**src/rtl/core/aphit_pkg.sv**
```systemverilog
// Shared types, codes and helpers for the point-in-box hit table.
package aphit_pkg;

   localparam int MAX_BOXES   = 16;
   localparam int COORD_WIDTH = 20;
   localparam int INDEX_WIDTH = 4;
   localparam int TYPE_WIDTH  = 2;
   localparam int SLOT_WIDTH  = $clog2(MAX_BOXES);
   localparam int COUNT_WIDTH = $clog2(MAX_BOXES + 1);
   localparam int CMP_WIDTH   = COUNT_WIDTH + INDEX_WIDTH;
   localparam int NUM_AXES    = 3;

   typedef logic signed [COORD_WIDTH-1:0] coord_type;
   typedef logic signed [COORD_WIDTH:0]   span_type;
   typedef logic signed [COORD_WIDTH+1:0] wide_type;

   typedef enum logic [1:0] {
      ACT_ADD    = 2'd0,
      ACT_REMOVE = 2'd1,
      ACT_MOVE   = 2'd2,
      ACT_CHECK  = 2'd3
   } action_type;

   localparam logic [1:0] STAT_DONE       = 2'd0;
   localparam logic [1:0] STAT_FULL       = 2'd1;
   localparam logic [1:0] STAT_NOT_IN_USE = 2'd2;

   typedef struct packed {
      logic [1:0]            action;
      logic [INDEX_WIDTH-1:0] box_index;
      logic [TYPE_WIDTH-1:0]  box_type;
      coord_type             min_x;
      coord_type             min_y;
      coord_type             min_z;
      coord_type             max_x;
      coord_type             max_y;
      coord_type             max_z;
      coord_type             point_x;
      coord_type             point_y;
      coord_type             point_z;
   } req_type;

   typedef struct packed {
      logic [1:0]             status;
      logic                   hit;
      logic [INDEX_WIDTH-1:0] hit_index;
      logic [INDEX_WIDTH-1:0] added_index;
   } rsp_type;

   // Item travelling down the row of cells
   typedef struct packed {
      logic                  valid;
      req_type               req;
      logic [SLOT_WIDTH-1:0] slot;
      rsp_type               rsp;
   } pkt_type;

   // Saturate a widened coordinate back into the coordinate range
   function automatic coord_type clamp_coord(wide_type v);
      coord_type r;
      if (v[COORD_WIDTH+1:COORD_WIDTH-1] == '0 || v[COORD_WIDTH+1:COORD_WIDTH-1] == '1) begin
         r = v[COORD_WIDTH-1:0];
      end else if (v[COORD_WIDTH+1]) begin
         r = {1'b1, {(COORD_WIDTH-1){1'b0}}};
      end else begin
         r = {1'b0, {(COORD_WIDTH-1){1'b1}}};
      end
      return r;
   endfunction

endpackage

```
**src/rtl/core/aphit_cell.sv**
```systemverilog
// One slot of the box table: holds a box and acts on the item passing through.
module aphit_cell (
   input  logic                                clock,
   input  logic                                reset,
   input  logic [aphit_pkg::SLOT_WIDTH-1:0]    cell_index,
   input  logic [aphit_pkg::COUNT_WIDTH-1:0]   box_count,
   input  aphit_pkg::pkt_type                  pkt_in,
   output aphit_pkg::pkt_type                  pkt_out
);

   aphit_pkg::coord_type               lo_ff [aphit_pkg::NUM_AXES];
   aphit_pkg::coord_type               hi_ff [aphit_pkg::NUM_AXES];
   aphit_pkg::coord_type               lo_in [aphit_pkg::NUM_AXES];
   aphit_pkg::coord_type               hi_in [aphit_pkg::NUM_AXES];
   aphit_pkg::coord_type               pt    [aphit_pkg::NUM_AXES];
   aphit_pkg::coord_type               bmin  [aphit_pkg::NUM_AXES];
   aphit_pkg::coord_type               bmax  [aphit_pkg::NUM_AXES];
   logic [aphit_pkg::TYPE_WIDTH-1:0]   kind_ff;
   logic                               active_ff;
   logic                               valid_ff;
   aphit_pkg::pkt_type                 pkt_ff;
   aphit_pkg::pkt_type                 pkt_in_next;
   aphit_pkg::span_type                span;
   aphit_pkg::span_type                half;
   logic                               own_slot;
   logic                               in_table;
   logic                               enclosed;
   logic                               do_add;
   logic                               do_remove;
   logic                               do_move;
   logic                               do_check;

   always_comb begin
      pt[0]   = pkt_in.req.point_x;
      pt[1]   = pkt_in.req.point_y;
      pt[2]   = pkt_in.req.point_z;
      bmin[0] = pkt_in.req.min_x;
      bmin[1] = pkt_in.req.min_y;
      bmin[2] = pkt_in.req.min_z;
      bmax[0] = pkt_in.req.max_x;
      bmax[1] = pkt_in.req.max_y;
      bmax[2] = pkt_in.req.max_z;
   end

   assign own_slot  = pkt_in.valid && (pkt_in.rsp.status == aphit_pkg::STAT_DONE) &&
                      (pkt_in.slot == cell_index);
   assign in_table  = aphit_pkg::COUNT_WIDTH'(cell_index) < box_count;
   assign do_add    = own_slot && (pkt_in.req.action == aphit_pkg::ACT_ADD);
   assign do_remove = own_slot && (pkt_in.req.action == aphit_pkg::ACT_REMOVE);
   assign do_move   = own_slot && (pkt_in.req.action == aphit_pkg::ACT_MOVE);
   assign do_check  = pkt_in.valid && (pkt_in.req.action == aphit_pkg::ACT_CHECK) &&
                      !pkt_in.rsp.hit && in_table && active_ff &&
                      (kind_ff == pkt_in.req.box_type);

   // Recenter on the point with half the old span on each side; half rounds toward minus infinity
   always_comb begin
      span     = '0;
      half     = '0;
      enclosed = 1'b1;
      for (int a = 0; a < aphit_pkg::NUM_AXES; a++) begin
         span     = aphit_pkg::span_type'(hi_ff[a]) - aphit_pkg::span_type'(lo_ff[a]);
         half     = span >>> 1;
         lo_in[a] = aphit_pkg::clamp_coord(aphit_pkg::wide_type'(pt[a]) -
                                           aphit_pkg::wide_type'(half));
         hi_in[a] = aphit_pkg::clamp_coord(aphit_pkg::wide_type'(pt[a]) +
                                           aphit_pkg::wide_type'(half));
         enclosed = enclosed && (pt[a] >= lo_ff[a]) && (pt[a] <= hi_ff[a]);
      end
   end

   always_comb begin
      pkt_in_next = pkt_in;
      if (do_check && enclosed) begin
         pkt_in_next.rsp.hit       = 1'b1;
         pkt_in_next.rsp.hit_index = aphit_pkg::INDEX_WIDTH'(cell_index);
      end
   end

   always_ff @(posedge clock) begin
      if (reset) begin
         valid_ff <= 1'b0;
      end else begin
         valid_ff <= pkt_in.valid;
      end
   end

   always_ff @(posedge clock) begin
      pkt_ff <= pkt_in_next;
      if (do_add) begin
         for (int a = 0; a < aphit_pkg::NUM_AXES; a++) begin
            lo_ff[a] <= bmin[a];
            hi_ff[a] <= bmax[a];
         end
         kind_ff   <= pkt_in.req.box_type;
         active_ff <= 1'b1;
      end else if (do_move) begin
         for (int a = 0; a < aphit_pkg::NUM_AXES; a++) begin
            lo_ff[a] <= lo_in[a];
            hi_ff[a] <= hi_in[a];
         end
      end else if (do_remove) begin
         active_ff <= 1'b0;
      end
   end

   always_comb begin
      pkt_out       = pkt_ff;
      pkt_out.valid = valid_ff;
   end

endmodule

```
**config.mk**
```make
export PLATFORM = sky130hd
export DESIGN_NAME = aphit_cell
export DESIGN_NICKNAME = d
export VERILOG_FILES = /design/src/rtl/core/aphit_pkg.sv /design/src/rtl/core/aphit_cell.sv
export SDC_FILE = /design/constraint.sdc
export NUM_CORES = 1
export LEC_CHECK = 0
export BUFFER_PORTS_ARGS = -buffer_cell sky130_fd_sc_hd__buf_2
export CORE_UTILIZATION = 47
export CTS_CLUSTER_DIAMETER = 200
export DETAILED_ROUTE_END_ITERATION = 8
export PLACE_DENSITY = 0.7
export SYNTH_ARGS = -nofsm -noshare
export SYNTH_HDL_FRONTEND = slang
export SYNTH_SLANG_ARGS = --single-unit
export TNS_END_PERCENT = 5
```
**constraint.sdc**
```tcl
create_clock -name clock -period 8.8 [get_ports clock]
set_input_delay 0.88 -clock clock [delete_from_list [all_inputs] [get_ports clock]]
set_output_delay 0.88 -clock clock [all_outputs]
set_load 0.005 [all_outputs]
```
==> metrics.yaml, run 1 <==
sta:
  timing.slew.headroom_pct: 14.8
  hold_viol_final: 0
  setup_total_negative_slack_ns: 0
  slew_violations: 0
  finalSetupViolCount: 0
  post-route-worst-setup-slack_ns: 2.28
  worst_slew_pin_slew_ns: 1.27
  final_worst_path_cycle_share_pct: 74.0
  timing.clock.skew_ns: 0.0255
  fmax_mhz: 153
  period_needed_ns: 6.52
  grt_setup_unrepaired: "false"
floorplan:
  ioPinCount: 419
  start_util_pct: 47.7
  die_height_um: 219
  std_cell_rows: 79
  dieArea_um2: 48200
  core-area_um2: 46600
  dieWidth_um: 219
yosys:
  post_synth_main_area_contributors: "sky130_fd_sc_hd__dfxtp_1 (18%), sky130_fd_sc_hd__ha_1 (17%), sky130_fd_sc_hd__edfxtp_1 (16%)"
  synth_area_per_cell_um2: 9.08
  yosys.cell_types.count: 103
  yosys_register_bits: 327
  synth_nets: 2978
  synth_area_leader_cell: "sky130_fd_sc_hd__dfxtp_1"
  synth_edf_count: 122
  synthesis.instances: 2448
  most_numerous_cell_in_the_yosys_netlist: "sky130_fd_sc_hd__ha_1"
  yosys.area.top_type_share_pct: 18.5
  ys_async_sr_fraction_pct: 0
  ys_seq_area_share_pct: 34.9
  ys.flop_type: "sky130_fd_sc_hd__dfxtp_1"
  syn-cell-area_um2: 22200
  synth_warnings: 0
  synth_top_cells_by_count: "sky130_fd_sc_hd__ha_1 (306), sky130_fd_sc_hd__inv_1 (232), sky130_fd_sc_hd__dfxtp_1 (205)"
power_and_ir_drop:
  power.ir.vdd_worst_mv: 0.197
  internal_power_mw: 2.85
  sw_frac_of_total_pct: 27.9
  seq_power_share_pct: 41.4
  clkPwrFrac_pct: 40.2
  cellPowerDensity_nw_per_um2: 152
  power.combinational.fraction_pct: 18.4
  netSwitchingPower_mw: 1.10
  fin_total_pwr_mw: 3.95
  p_leak_nw: 12.4
clock_tree:
  ctsRootBufferMaster: "sky130_fd_sc_hd__clkbuf_16"
  cts_hold_buffers: 0
  cts-resized-gates: 0
  clkLatencyLatePin_ns: 0.57
  total_clock_buffers_created_by_cts: 38
  clkSinkCount: 327
  cts.clk_slew.worst_paths_ns: 0.06
  cts-root-to-sink-buffers: 3
  tritoncts: "done"
  postCtsSetupBuffers: 0
  clock_tree.htree_level_count: 2
grt:
  grt_remaining_overflow: 0
  via_count_of_the_first_global_routing_pass: 18700
  antenna_found_initial: 3
  grt_max_degree: 74
  wire_length_of_the_first_global_routing_pass_um: 103000
  grt_use_total_pct: 27.8
setup_path:
  worst-endpoint-arrival_ns: 6.92
  endpoint_kind: "register"
  crit_path_frequent_cell: "sky130_fd_sc_hd__o21ai_0"
  critical_path.max_stage_delay_ns: 0.99
  required_time_of_the_critical_path_ns: 9.21
  worstPathMaxFanout: 15
  timing_worst_setup_path_type: "register to register"
  worst_path_max_delay_cell: "sky130_fd_sc_hd__nor2_1"
  path_cells: "nor2b_1 > fa_1 > nor2b_1 > o21ai_0 > a21boi_1 > o21ai_0 > a21oi_1 > o41ai_2 > nor4_1 > o41ai_2 > xnor2_1 > ha_1 > or4_1 > nor4_2 > and2b_1 > a2111oi_1 > a31oi_1 > xor2_1 > nor2_1 > o21ai_0 > o21ai_0"
  timing.critical_path.from_type: "register"
hold_path:
  min_path_type: "input port to register"
placed_design:
  dp_slack_ns: 2.35
  detailedPlacementHpwl_um: 54500
  routability_cong: 0.939
  buffer_ports.inserted: 418
  placedCellCount: 3397
cells_and_area:
  synthToLayoutAreaGrowth_pct: 17.1
  stdcell_count: 3468
  nNetsFinal: 3360
  drive_gt1_share_pct: 18.9
drt:
  dr.first_iter.drc_count: 1155
  ant_nets: 0
  via_per_inst: 5.65
  detail_route.wl_per_cell_um: 19.8
  first_pass_iters: 5
  via_count: 19600
  route.detailed.drc: 0
  finalWirelength_um: 68800
run_status:
  outcome: "finished clean"
flow_run:
  max_cap_viol_count: 0
[metrics by stage]
step	cell area [um^2]	utilization [%]	hold slack, ns
final	26000	55.9	0.428
after global routing	26000	55.9	0.415
after CTS	26000	55.9	0.407
after detailed placement	24800	53.2	0.490
after global placement	24800	53.2	0.477
after floorplan	22200	-	0.466
[final timing paths]
check	start	endpoint	slack, ns	depth (start not counted)
worst max-delay path	lo_ff[0][40]$_DFFE_PP_	lo_ff[0][53]$_DFFE_PP_	2.28	21
worst min-delay path	pkt_in[78]	pkt_out[78]$_DFF_P_	0.43	1
worst max register to register	lo_ff[0][40]$_DFFE_PP_	lo_ff[0][53]$_DFFE_PP_	2.28	21
worst min register to register	active_ff$_SDFFE_PP1P_	active_ff$_SDFFE_PP1P_	0.50	2
[sequential cells by signal, summed over array words and instances (netlist names)]
| name | flops |
|---|---|
| active_ff | 1 |
| hi_ff | 60 |
| kind_ff | 2 |
| lo_ff | 60 |
| pkt_out | 203 |
| valid_ff | 1 |
[placed cells by master (no fill, tap or decap), drive strengths merged, types with 15 or more instances in the layout]
| master | n |
|---|---|
| nand3 | 29 |
| o21a | 24 |
| o21bai | 28 |
| a21o | 70 |
| nor2 | 167 |
| o21ai | 195 |
| a21oi | 160 |
| clkbuf | 58 |
| inv | 234 |
| nor3 | 44 |
| a211oi | 20 |
| or4 | 17 |
| nor4 | 20 |
| xnor2 | 104 |
| ha | 306 |
| a22o | 15 |
| a2111oi | 15 |
| buf | 423 |
| o211ai | 20 |
| a31oi | 19 |
| nor2b | 43 |
| nand2 | 191 |
| nand4 | 38 |
| o31ai | 18 |
| edfxtp | 122 |
| xor2 | 48 |
| nand2b | 24 |
| dfxtp | 205 |
| maj3 | 24 |
[routing by layer]
metal,wire [um],part of all wire (%),track usage (%),vias to the layer above
li1,-,-,-,9489
met1,29800,43,36.7,9169
met2,31300,45,45.2,786
met3,5130,7.5,4.75,139
met4,2580,3.8,11.0,2
met5,14,0.020,0,-
[final cells by class]
| class | count | area (um^2) |
|---|---|---|
| Clock buffer | 58 | 1190 |
| Timing Repair Buffer | 423 | 2130 |
| Inverter | 234 | 878 |
| Tap cell | 607 | 759 |
| Multi-Input combinational cell | 1806 | 13200 |
| Clock inverter | 11 | 65.1 |
| Antenna cell | 2 | 5.00 |
| Sequential cell | 327 | 7770 |
| Fill cell | 4232 | 20500 |
[worst max-delay path, delay by kind of cell, from the launching register on]
kind	cells	cell delay [ns]
flip-flops	1	0.39
adder cells (fa/ha/maj)	2	0.87
AO/OA/AOI/OAI	10	1.85
AND/OR/NAND/NOR	7	2.85
XOR/XNOR	2	0.36
[logic make-up (layout without fill, tap and decap cells)]
| family | count (synthesis) | after routing | synth area share, % |
|---|---|---|---|
| flops | 327 | 327 | 34.9 |
| fa+ha+maj | 339 | 339 | 19.1 |
| other cells | 0 | 2 | 0 |
| compound gates | 653 | 653 | 19.3 |
| mux | 14 | 14 | 0.670 |
| simple gates | 648 | 648 | 14.3 |
| buf+inv | 315 | 726 | 5.63 |
| xor+xnor | 152 | 152 | 6.02 |
[power by group through the flow]
stage                     logic (mW)  registers [mW]  clock network (mW)
after floorplan                0.433            1.68                   0
after global placement         0.706            1.67                   0
after detailed placement       0.714            1.67                   0
after CTS                      0.719            1.64                1.62
after global routing           0.796            1.64                1.68
final                          0.726            1.64                1.59
No activity file was read; power rests on OpenSTA's default activity.
==> run 2, diff against run 1 <==
--- a/config.mk
+++ b/config.mk
@@ -9,7 +9,7 @@
 export CORE_UTILIZATION = 47
 export CTS_CLUSTER_DIAMETER = 200
 export DETAILED_ROUTE_END_ITERATION = 8
-export PLACE_DENSITY = 0.7
+export PLACE_DENSITY = 0.73
 export SYNTH_ARGS = -nofsm -noshare
 export SYNTH_HDL_FRONTEND = slang
 export SYNTH_SLANG_ARGS = --single-unit
==> constraint.sdc (replaced) <==
create_clock -name clock -period 5.5 [get_ports clock]
set_input_delay 0.55 -clock clock [delete_from_list [all_inputs] [get_ports clock]]
set_output_delay 0.55 -clock clock [all_outputs]
set_load 0.005 [all_outputs]
==> run 2 against run 1 <==
Effect of this change: via count increased by 2.5%; core utilization is 1.4 points higher; non-clock buffer count rose by 67; wire length up 1.5%; clock power is 58% higher; critical path depth unchanged; sequential share of layout area shrank 0.71 points; sequential power up 60%; register-to-register slack got worse by 2.1 ns; maximum frequency up 23%; die area stayed put; setup slack got worse by 2.1 ns.
==> metrics.yaml, run 2 (synthesis results as in run 1) <==
run_status:
  outcome: "finished clean"
drt:
  ant_nets: 0  # unchanged
  detail_route.wl_per_cell_um: 19.8  # -0.38%
  route.detailed.drc: 0  # unchanged
  finalWirelength_um: 69800  # +1.5%
  first_pass_iters: 8  # +3
  via_count: 20100  # +2.5%
  dr.first_iter.drc_count: 1421  # +23%
  via_per_inst: 5.68  # +0.58%
flow_run:
  max_cap_viol_count: 0  # unchanged
clock_tree:
  clkSinkCount: 327  # unchanged
  tritoncts: "done"
  total_clock_buffers_created_by_cts: 37  # -2.6%
  cts-root-to-sink-buffers: 3  # unchanged
  clkLatencyLatePin_ns: 0.58  # about the same
  cts.clk_slew.worst_paths_ns: 0.06  # about the same
  ctsRootBufferMaster: "sky130_fd_sc_hd__clkbuf_16"
  clock_tree.htree_level_count: 2  # unchanged
floorplan:
  std_cell_rows: 79  # unchanged
  core-area_um2: 46600  # unchanged
  start_util_pct: 47.7  # unchanged
  die_height_um: 219  # unchanged
  dieWidth_um: 219  # unchanged
  ioPinCount: 419  # unchanged
  dieArea_um2: 48200  # unchanged
setup_path:
  worst_path_max_delay_cell: "sky130_fd_sc_hd__edfxtp_1"
  worstPathMaxFanout: 13  # -2
  timing.critical_path.from_type: "register"
  cp_num_buf_inv: 3  # +3
  critical_path.max_stage_delay_ns: 0.41  # -0.58 ns
  timing_worst_setup_path_type: "register to register"
  required_time_of_the_critical_path_ns: 5.81  # -3.40 ns
  reg2reg_setup_slack_ns: 0.22  # -2.07 ns
  crit_start: "lo_ff[0][21]$_DFFE_PP_"
  worst-endpoint-arrival_ns: 5.59  # -1.33 ns
  crit-reg2reg-launch: "lo_ff[0][21]$_DFFE_PP_"
  endpoint_kind: "register"
  worst_path_dominant_cell_family: "compound AO/OA/AOI/OAI gates"
  path_cells: "inv_1 > ha_1 > inv_1 > o21bai_1 > a21o_1 > a211oi_1 > o21bai_1 > a21o_1 > a21oi_1 > xnor2_1 > ha_1 > nor2_2 > nand3_1 > o211ai_1 > o211ai_1 > a311oi_1 > or3_1 > nand2_1 > o21a_1 > buf_4 > a22o_1"
cells_and_area:
  final-seq-area_um2: 7770  # unchanged
  leading_cell_type_in_the_layout_fill_and_taps_excluded: "sky130_fd_sc_hd__buf_2"
  num-fill-cells: 4066  # -3.9%
  layout.cell_area.non_filler_um2: 26700  # +2.4%
  multi_input_comb_area_um2: 13400  # +0.98%
  synthToLayoutAreaGrowth_pct: 19.9
  nNetsFinal: 3426  # +2.0%
  drive_gt1_share_pct: 21.5  # +2.7 points
  layout.cells.most_common_list: "sky130_fd_sc_hd__buf_2 (419), sky130_fd_sc_hd__ha_1 (304), sky130_fd_sc_hd__inv_1 (232)"
  largest_register_ffs: 203  # unchanged
sta:
  timing.slew.headroom_pct: 36.5  # +22 points
  hold_viol_final: 0  # unchanged
  finalSetupViolCount: 0  # unchanged
  period_needed_ns: 5.28  # -1.23 ns
  fmax_mhz: 189  # +23%
  worst_slew_pin_slew_ns: 0.953  # -0.320 ns
  timing.clock.skew_ns: 0.0316  # +0.00604 ns
  grt_setup_unrepaired: "true"
  slew_violations: 0  # unchanged
  final_worst_path_cycle_share_pct: 96.0  # +22 points
hold_path:
  holdCritStartpoint: "pkt_in[165]"
  min_path_type: "input port to register"
grt:
  grt_use_total_pct: 28.0  # +0.16 points
  antenna_found_initial: 3  # unchanged
  grt_remaining_overflow: 0  # unchanged
  grt_max_degree: 99  # +34%
  wire_length_of_the_first_global_routing_pass_um: 105000  # +1.8%
  via_count_of_the_first_global_routing_pass: 19400  # +4.0%
power_and_ir_drop:
  cellPowerDensity_nw_per_um2: 239  # +57%
  power.ir.vdd_worst_mv: 0.248  # +25%
  p_leak_nw: 12.7  # +2.9%
  fin_total_pwr_mw: 6.36  # +61%
placed_design:
  detailedPlacementHpwl_um: 55300  # +1.5%
  buffer_ports.inserted: 418  # unchanged
  placed_area_um2: 25300  # +2.0%
  routability_cong: 0.979  # +4.3%
[run 2: cell types whose count changed in the layout (fill, tap and decap cells not counted), sizes merged]
cell      delta
clkinvlp     -1
clkbuf      -10
inv          +6
bufinv       +1
clkinv       +3
buf         +67
[run 2: cell type report]
| type | count | share of cell area (%) |
|---|---|---|
| Clock inverter | 20 | 0.526 |
| Sequential cell | 327 | 29.1 |
| Clock buffer | 48 | 4.06 |
| Timing Repair Buffer | 490 | 10.0 |
| Inverter | 234 | 3.29 |
| Tap cell | 607 | 2.85 |
| Antenna cell | 2 | 0.0188 |
| Multi-Input combinational cell | 1806 | 50.1 |
[run 2: final timing paths]
path	end	cells after the start
max	lo_ff[0][22]$_DFFE_PP_	21
min	pkt_out[165]$_DFF_P_	1
max reg2reg	lo_ff[0][22]$_DFFE_PP_	21
min reg2reg	active_ff$_SDFFE_PP1P_	2
[run 2: metrics by stage]
stage	util, %	hold slack, ns	TNS [ns]	std cells	setup slack, ns
after global routing	57.3	0.0705	-0.614	3533	-0.0609
after detailed placement	54.3	0.487	-1.33	3459	-0.207
after floorplan	-	0.466	0	2448	0.493
final	57.3	0.0816	0	3534	0.219
after CTS	56.9	0.0654	0	3527	0.0162
after global placement	54.3	0.477	0	3459	0.0365
[run 2: per-layer routing]
| layer | track usage, % | routed length (um) | vias to the layer above |
|---|---|---|---|
| li1 | - | - | 9606 |
| met1 | 35.6 | 29400 | 9468 |
| met2 | 47.7 | 33100 | 847 |
| met3 | 3.66 | 4820 | 150 |
| met4 | 11.6 | 2470 | 2 |
| met5 | 0 | 9 | - |
[run 2: report_power, final]
part | switching, mW | internal (mW) | leakage [nW] | total (mW)
clock | 1.06 | 1.45 | 0.620 | 2.51
sequential | 0.0227 | 2.59 | 2.83 | 2.62
combinational | 0.724 | 0.508 | 9.26 | 1.23
[run 2: repair_timing]
action	in CTS	in global routing
pin swaps	0	12
gates cloned	0	1
buffers inserted	0	4
hold buffers	0	0
setup endpoints to repair	13	90
resized for setup	1	35
==> run 3, diff against run 2 <==
--- a/config.mk
+++ b/config.mk
@@ -5,11 +5,11 @@
 export SDC_FILE = /design/constraint.sdc
 export NUM_CORES = 1
 export LEC_CHECK = 0
-export BUFFER_PORTS_ARGS = -buffer_cell sky130_fd_sc_hd__buf_2
 export CORE_UTILIZATION = 47
 export CTS_CLUSTER_DIAMETER = 200
 export DETAILED_ROUTE_END_ITERATION = 8
-export PLACE_DENSITY = 0.73
+export DONT_BUFFER_PORTS = 1
+export PLACE_DENSITY = 0.65
 export SYNTH_ARGS = -nofsm -noshare
 export SYNTH_HDL_FRONTEND = slang
 export SYNTH_SLANG_ARGS = --single-unit
==> run 3 against run 2 <==
Effect of this change: maximum frequency is 1.8% lower; highest routed layer unchanged; core utilization is 0.32 points lower; count of clock-buffer cells in the layout is 4 higher; via count is 5.9% lower; first-iteration DRC count is 10% lower.
==> metrics.yaml, run 3 (synthesis results as in run 1) <==
sta:
  period_needed_ns: 5.38  # +0.0958 ns
  worst_slew_pin_slew_ns: 0.963  # +0.0103 ns
  slew_violations: 0  # unchanged
  timing.clock.skew_ns: 0.0211  # -0.0105 ns
  timing.slew.headroom_pct: 35.8  # -0.69 points
  hold_viol_final: 0  # unchanged
  finalSetupViolCount: 0  # unchanged
  final_worst_path_cycle_share_pct: 97.8  # +1.7 points
  fmax_mhz: 186  # -1.8%
  post-route-worst-setup-slack_ns: 0.124  # -0.0958 ns
placed_design:
  dp_slack_ns: -0.148  # +0.0592 ns
  detailedPlacementHpwl_um: 52600  # -5.0%
  placed_area_um2: 23100  # -8.7%
  placedCellCount: 3028  # -12%
  routability_cong: 0.951  # -2.8%
  buffer_ports.inserted: 0  # -100%
clock_tree:
  cts.clk_slew.worst_paths_ns: 0.07  # about the same
  clock_tree.htree_level_count: 2  # unchanged
  ctsRootBufferMaster: "sky130_fd_sc_hd__clkbuf_16"
  clkSinkCount: 327  # unchanged
  cts-root-to-sink-buffers: 3  # unchanged
  clkLatencyLatePin_ns: 0.57  # about the same
  tritoncts: "done"
  total_clock_buffers_created_by_cts: 37  # unchanged
power_and_ir_drop:
  cellPowerDensity_nw_per_um2: 239  # +0.13%
  p_leak_nw: 11.8  # -6.8%
  power.ir.vdd_worst_mv: 0.287  # +16%
setup_path:
  worst_r2r_path_depth: 24  # +14%
  timing_worst_setup_path_type: "register to register"
  timing.critical_path.from_type: "register"
  rr_endpoint: "lo_ff[0][52]$_DFFE_PP_"
  endpoint_kind: "register"
  crit-reg2reg-launch: "hi_ff[0][40]$_DFFE_PP_"
  required_time_of_the_critical_path_ns: 5.81  # about the same
  worst-endpoint-arrival_ns: 5.69  # +0.10 ns
  reg2reg_setup_slack_ns: 0.12  # -0.10 ns
  worstPathMaxFanout: 5  # -8
floorplan:
  ioPinCount: 419  # unchanged
  dieArea_um2: 48200  # unchanged
  dieWidth_um: 219  # unchanged
  std_cell_rows: 79  # unchanged
  die_height_um: 219  # unchanged
  core-area_um2: 46600  # unchanged
  start_util_pct: 47.7  # unchanged
cells_and_area:
  layout.cell_area.non_filler_um2: 26500  # -0.55%
  synthToLayoutAreaGrowth_pct: 19.3
  final-seq-area_um2: 7770  # unchanged
  leading_cell_type_in_the_layout_fill_and_taps_excluded: "sky130_fd_sc_hd__ha_1"
  multi_input_comb_area_um2: 13400  # +0.32%
  stdcell_count: 3295  # -6.8%
  largest_register_ffs: 203  # unchanged
  num-fill-cells: 4068  # +0.049%
  drive_gt1_share_pct: 7.82  # -14 points
  nNetsFinal: 3189  # -6.9%
  layout.cells.most_common_list: "sky130_fd_sc_hd__ha_1 (302), sky130_fd_sc_hd__inv_1 (232), sky130_fd_sc_hd__dfxtp_1 (205)"
grt:
  wire_length_of_the_first_global_routing_pass_um: 105000  # +0.17%
  grt_use_total_pct: 28.4  # +0.37 points
  grt_max_degree: 152  # +54%
  antenna_found_initial: 5  # +2
  via_count_of_the_first_global_routing_pass: 18800  # -3.2%
  grt_remaining_overflow: 0  # unchanged
drt:
  route.detailed.drc: 0  # unchanged
  via_per_inst: 5.74  # +0.98%
  dr.first_iter.drc_count: 1275  # -10%
  via_count: 18900  # -5.9%
  first_pass_iters: 5  # -3
  detail_route.wl_per_cell_um: 21.2  # +7.5%
  ant_nets: 0  # unchanged
  finalWirelength_um: 70000  # +0.21%
hold_path:
  worstHoldEndpoint: "pkt_out[48]$_DFF_P_"
  timing.hold.worst_path_depth: 0  # -1
  holdCritStartpoint: "pkt_in[48]"
  min_path_type: "input port to register"
flow_run:
  max_cap_viol_count: 0  # unchanged
run_status:
  outcome: "finished clean"
## run 3: cell type report
type                            count  area share (%)
Clock buffer                       52            4.26
Clock inverter                     15           0.609
Inverter                          234            3.31
Timing Repair Buffer              253            9.11
Antenna cell                        1         0.00944
Sequential cell                   327            29.3
Multi-Input combinational cell   1806            50.5
Tap cell                          607            2.86
## run 3: layer usage
metal	up-vias	global-route usage, %	wire length (um)
met2	681	46.2	32000
met4	8	11.1	2650
met1	8910	36.7	30500
li1	9155	-	-
met5	-	0	58
met3	144	5.87	4770
## run 3: repair_timing
action / in CTS / in global routing
hold endpoints to repair: 190 / 0
gates cloned: 0 / 1
pin swaps: 0 / 19
hold buffers: 190 / 0
gates resized for setup: 2 / 46
endpoints found under the setup margin: 11 / 91
setup buffers: 0 / 8
## run 3: through the flow
step	utilization [%]	setup TNS (ns)	total power [mW]	hold slack [ns]
CTS	56.4	0	6.35	0.000434
detailed placement	49.6	-0.663	3.64	0.494
global placement	49.6	0	3.62	0.482
global route	56.9	-2.40	6.58	0.00115
finish	56.9	0	6.33	0.0245
floorplan	-	0	3.37	0.466
## run 3: how the worst max path moves through the flow
stage	startpoint	endpoint
finish	hi_ff[0][40]$_DFFE_PP_	lo_ff[0][52]$_DFFE_PP_
global route	hi_ff[0][40]$_DFFE_PP_	lo_ff[0][52]$_DFFE_PP_
CTS	hi_ff[0][40]$_DFFE_PP_	lo_ff[0][45]$_DFFE_PP_
detailed placement	hi_ff[0][2]$_DFFE_PP_	hi_ff[0][15]$_DFFE_PP_
global placement	lo_ff[0][2]$_DFFE_PP_	hi_ff[0][3]$_DFFE_PP_
floorplan	hi_ff[0][42]$_DFFE_PP_	lo_ff[0][52]$_DFFE_PP_
## run 3: worst max-delay path, stage by stage, from the launching register on
cell	delay, ns
sky130_fd_sc_hd__edfxtp_1	0.44
sky130_fd_sc_hd__nor2b_4	0.17
sky130_fd_sc_hd__fa_2	0.23
sky130_fd_sc_hd__nor2b_2	0.05
sky130_fd_sc_hd__o21ai_2	0.15
sky130_fd_sc_hd__a21boi_2	0.09
sky130_fd_sc_hd__o21ai_2	0.25
sky130_fd_sc_hd__a21oi_4	0.12
sky130_fd_sc_hd__o41ai_4	0.37
sky130_fd_sc_hd__nor4_1	0.10
sky130_fd_sc_hd__buf_4	0.17
sky130_fd_sc_hd__o41ai_4	0.30
sky130_fd_sc_hd__xnor2_2	0.17
sky130_fd_sc_hd__ha_1	0.27
sky130_fd_sc_hd__or4_4	0.57
sky130_fd_sc_hd__nor4_4	0.32
sky130_fd_sc_hd__and2b_1	0.16
sky130_fd_sc_hd__a2111oi_1	0.07
sky130_fd_sc_hd__a31oi_1	0.18
sky130_fd_sc_hd__xor2_1	0.29
sky130_fd_sc_hd__buf_4	0.18
sky130_fd_sc_hd__nand2_1	0.07
sky130_fd_sc_hd__nand2_2	0.16
sky130_fd_sc_hd__buf_4	0.18
sky130_fd_sc_hd__o21ai_1	0.08
## run 3: report_power, final
part	total [mW]	leakage (nW)	switching, mW	internal, mW
Clock	2.61	0.633	1.06	1.55
Sequential	2.64	2.83	0.0469	2.60
Combinational	1.08	8.38	0.592	0.490
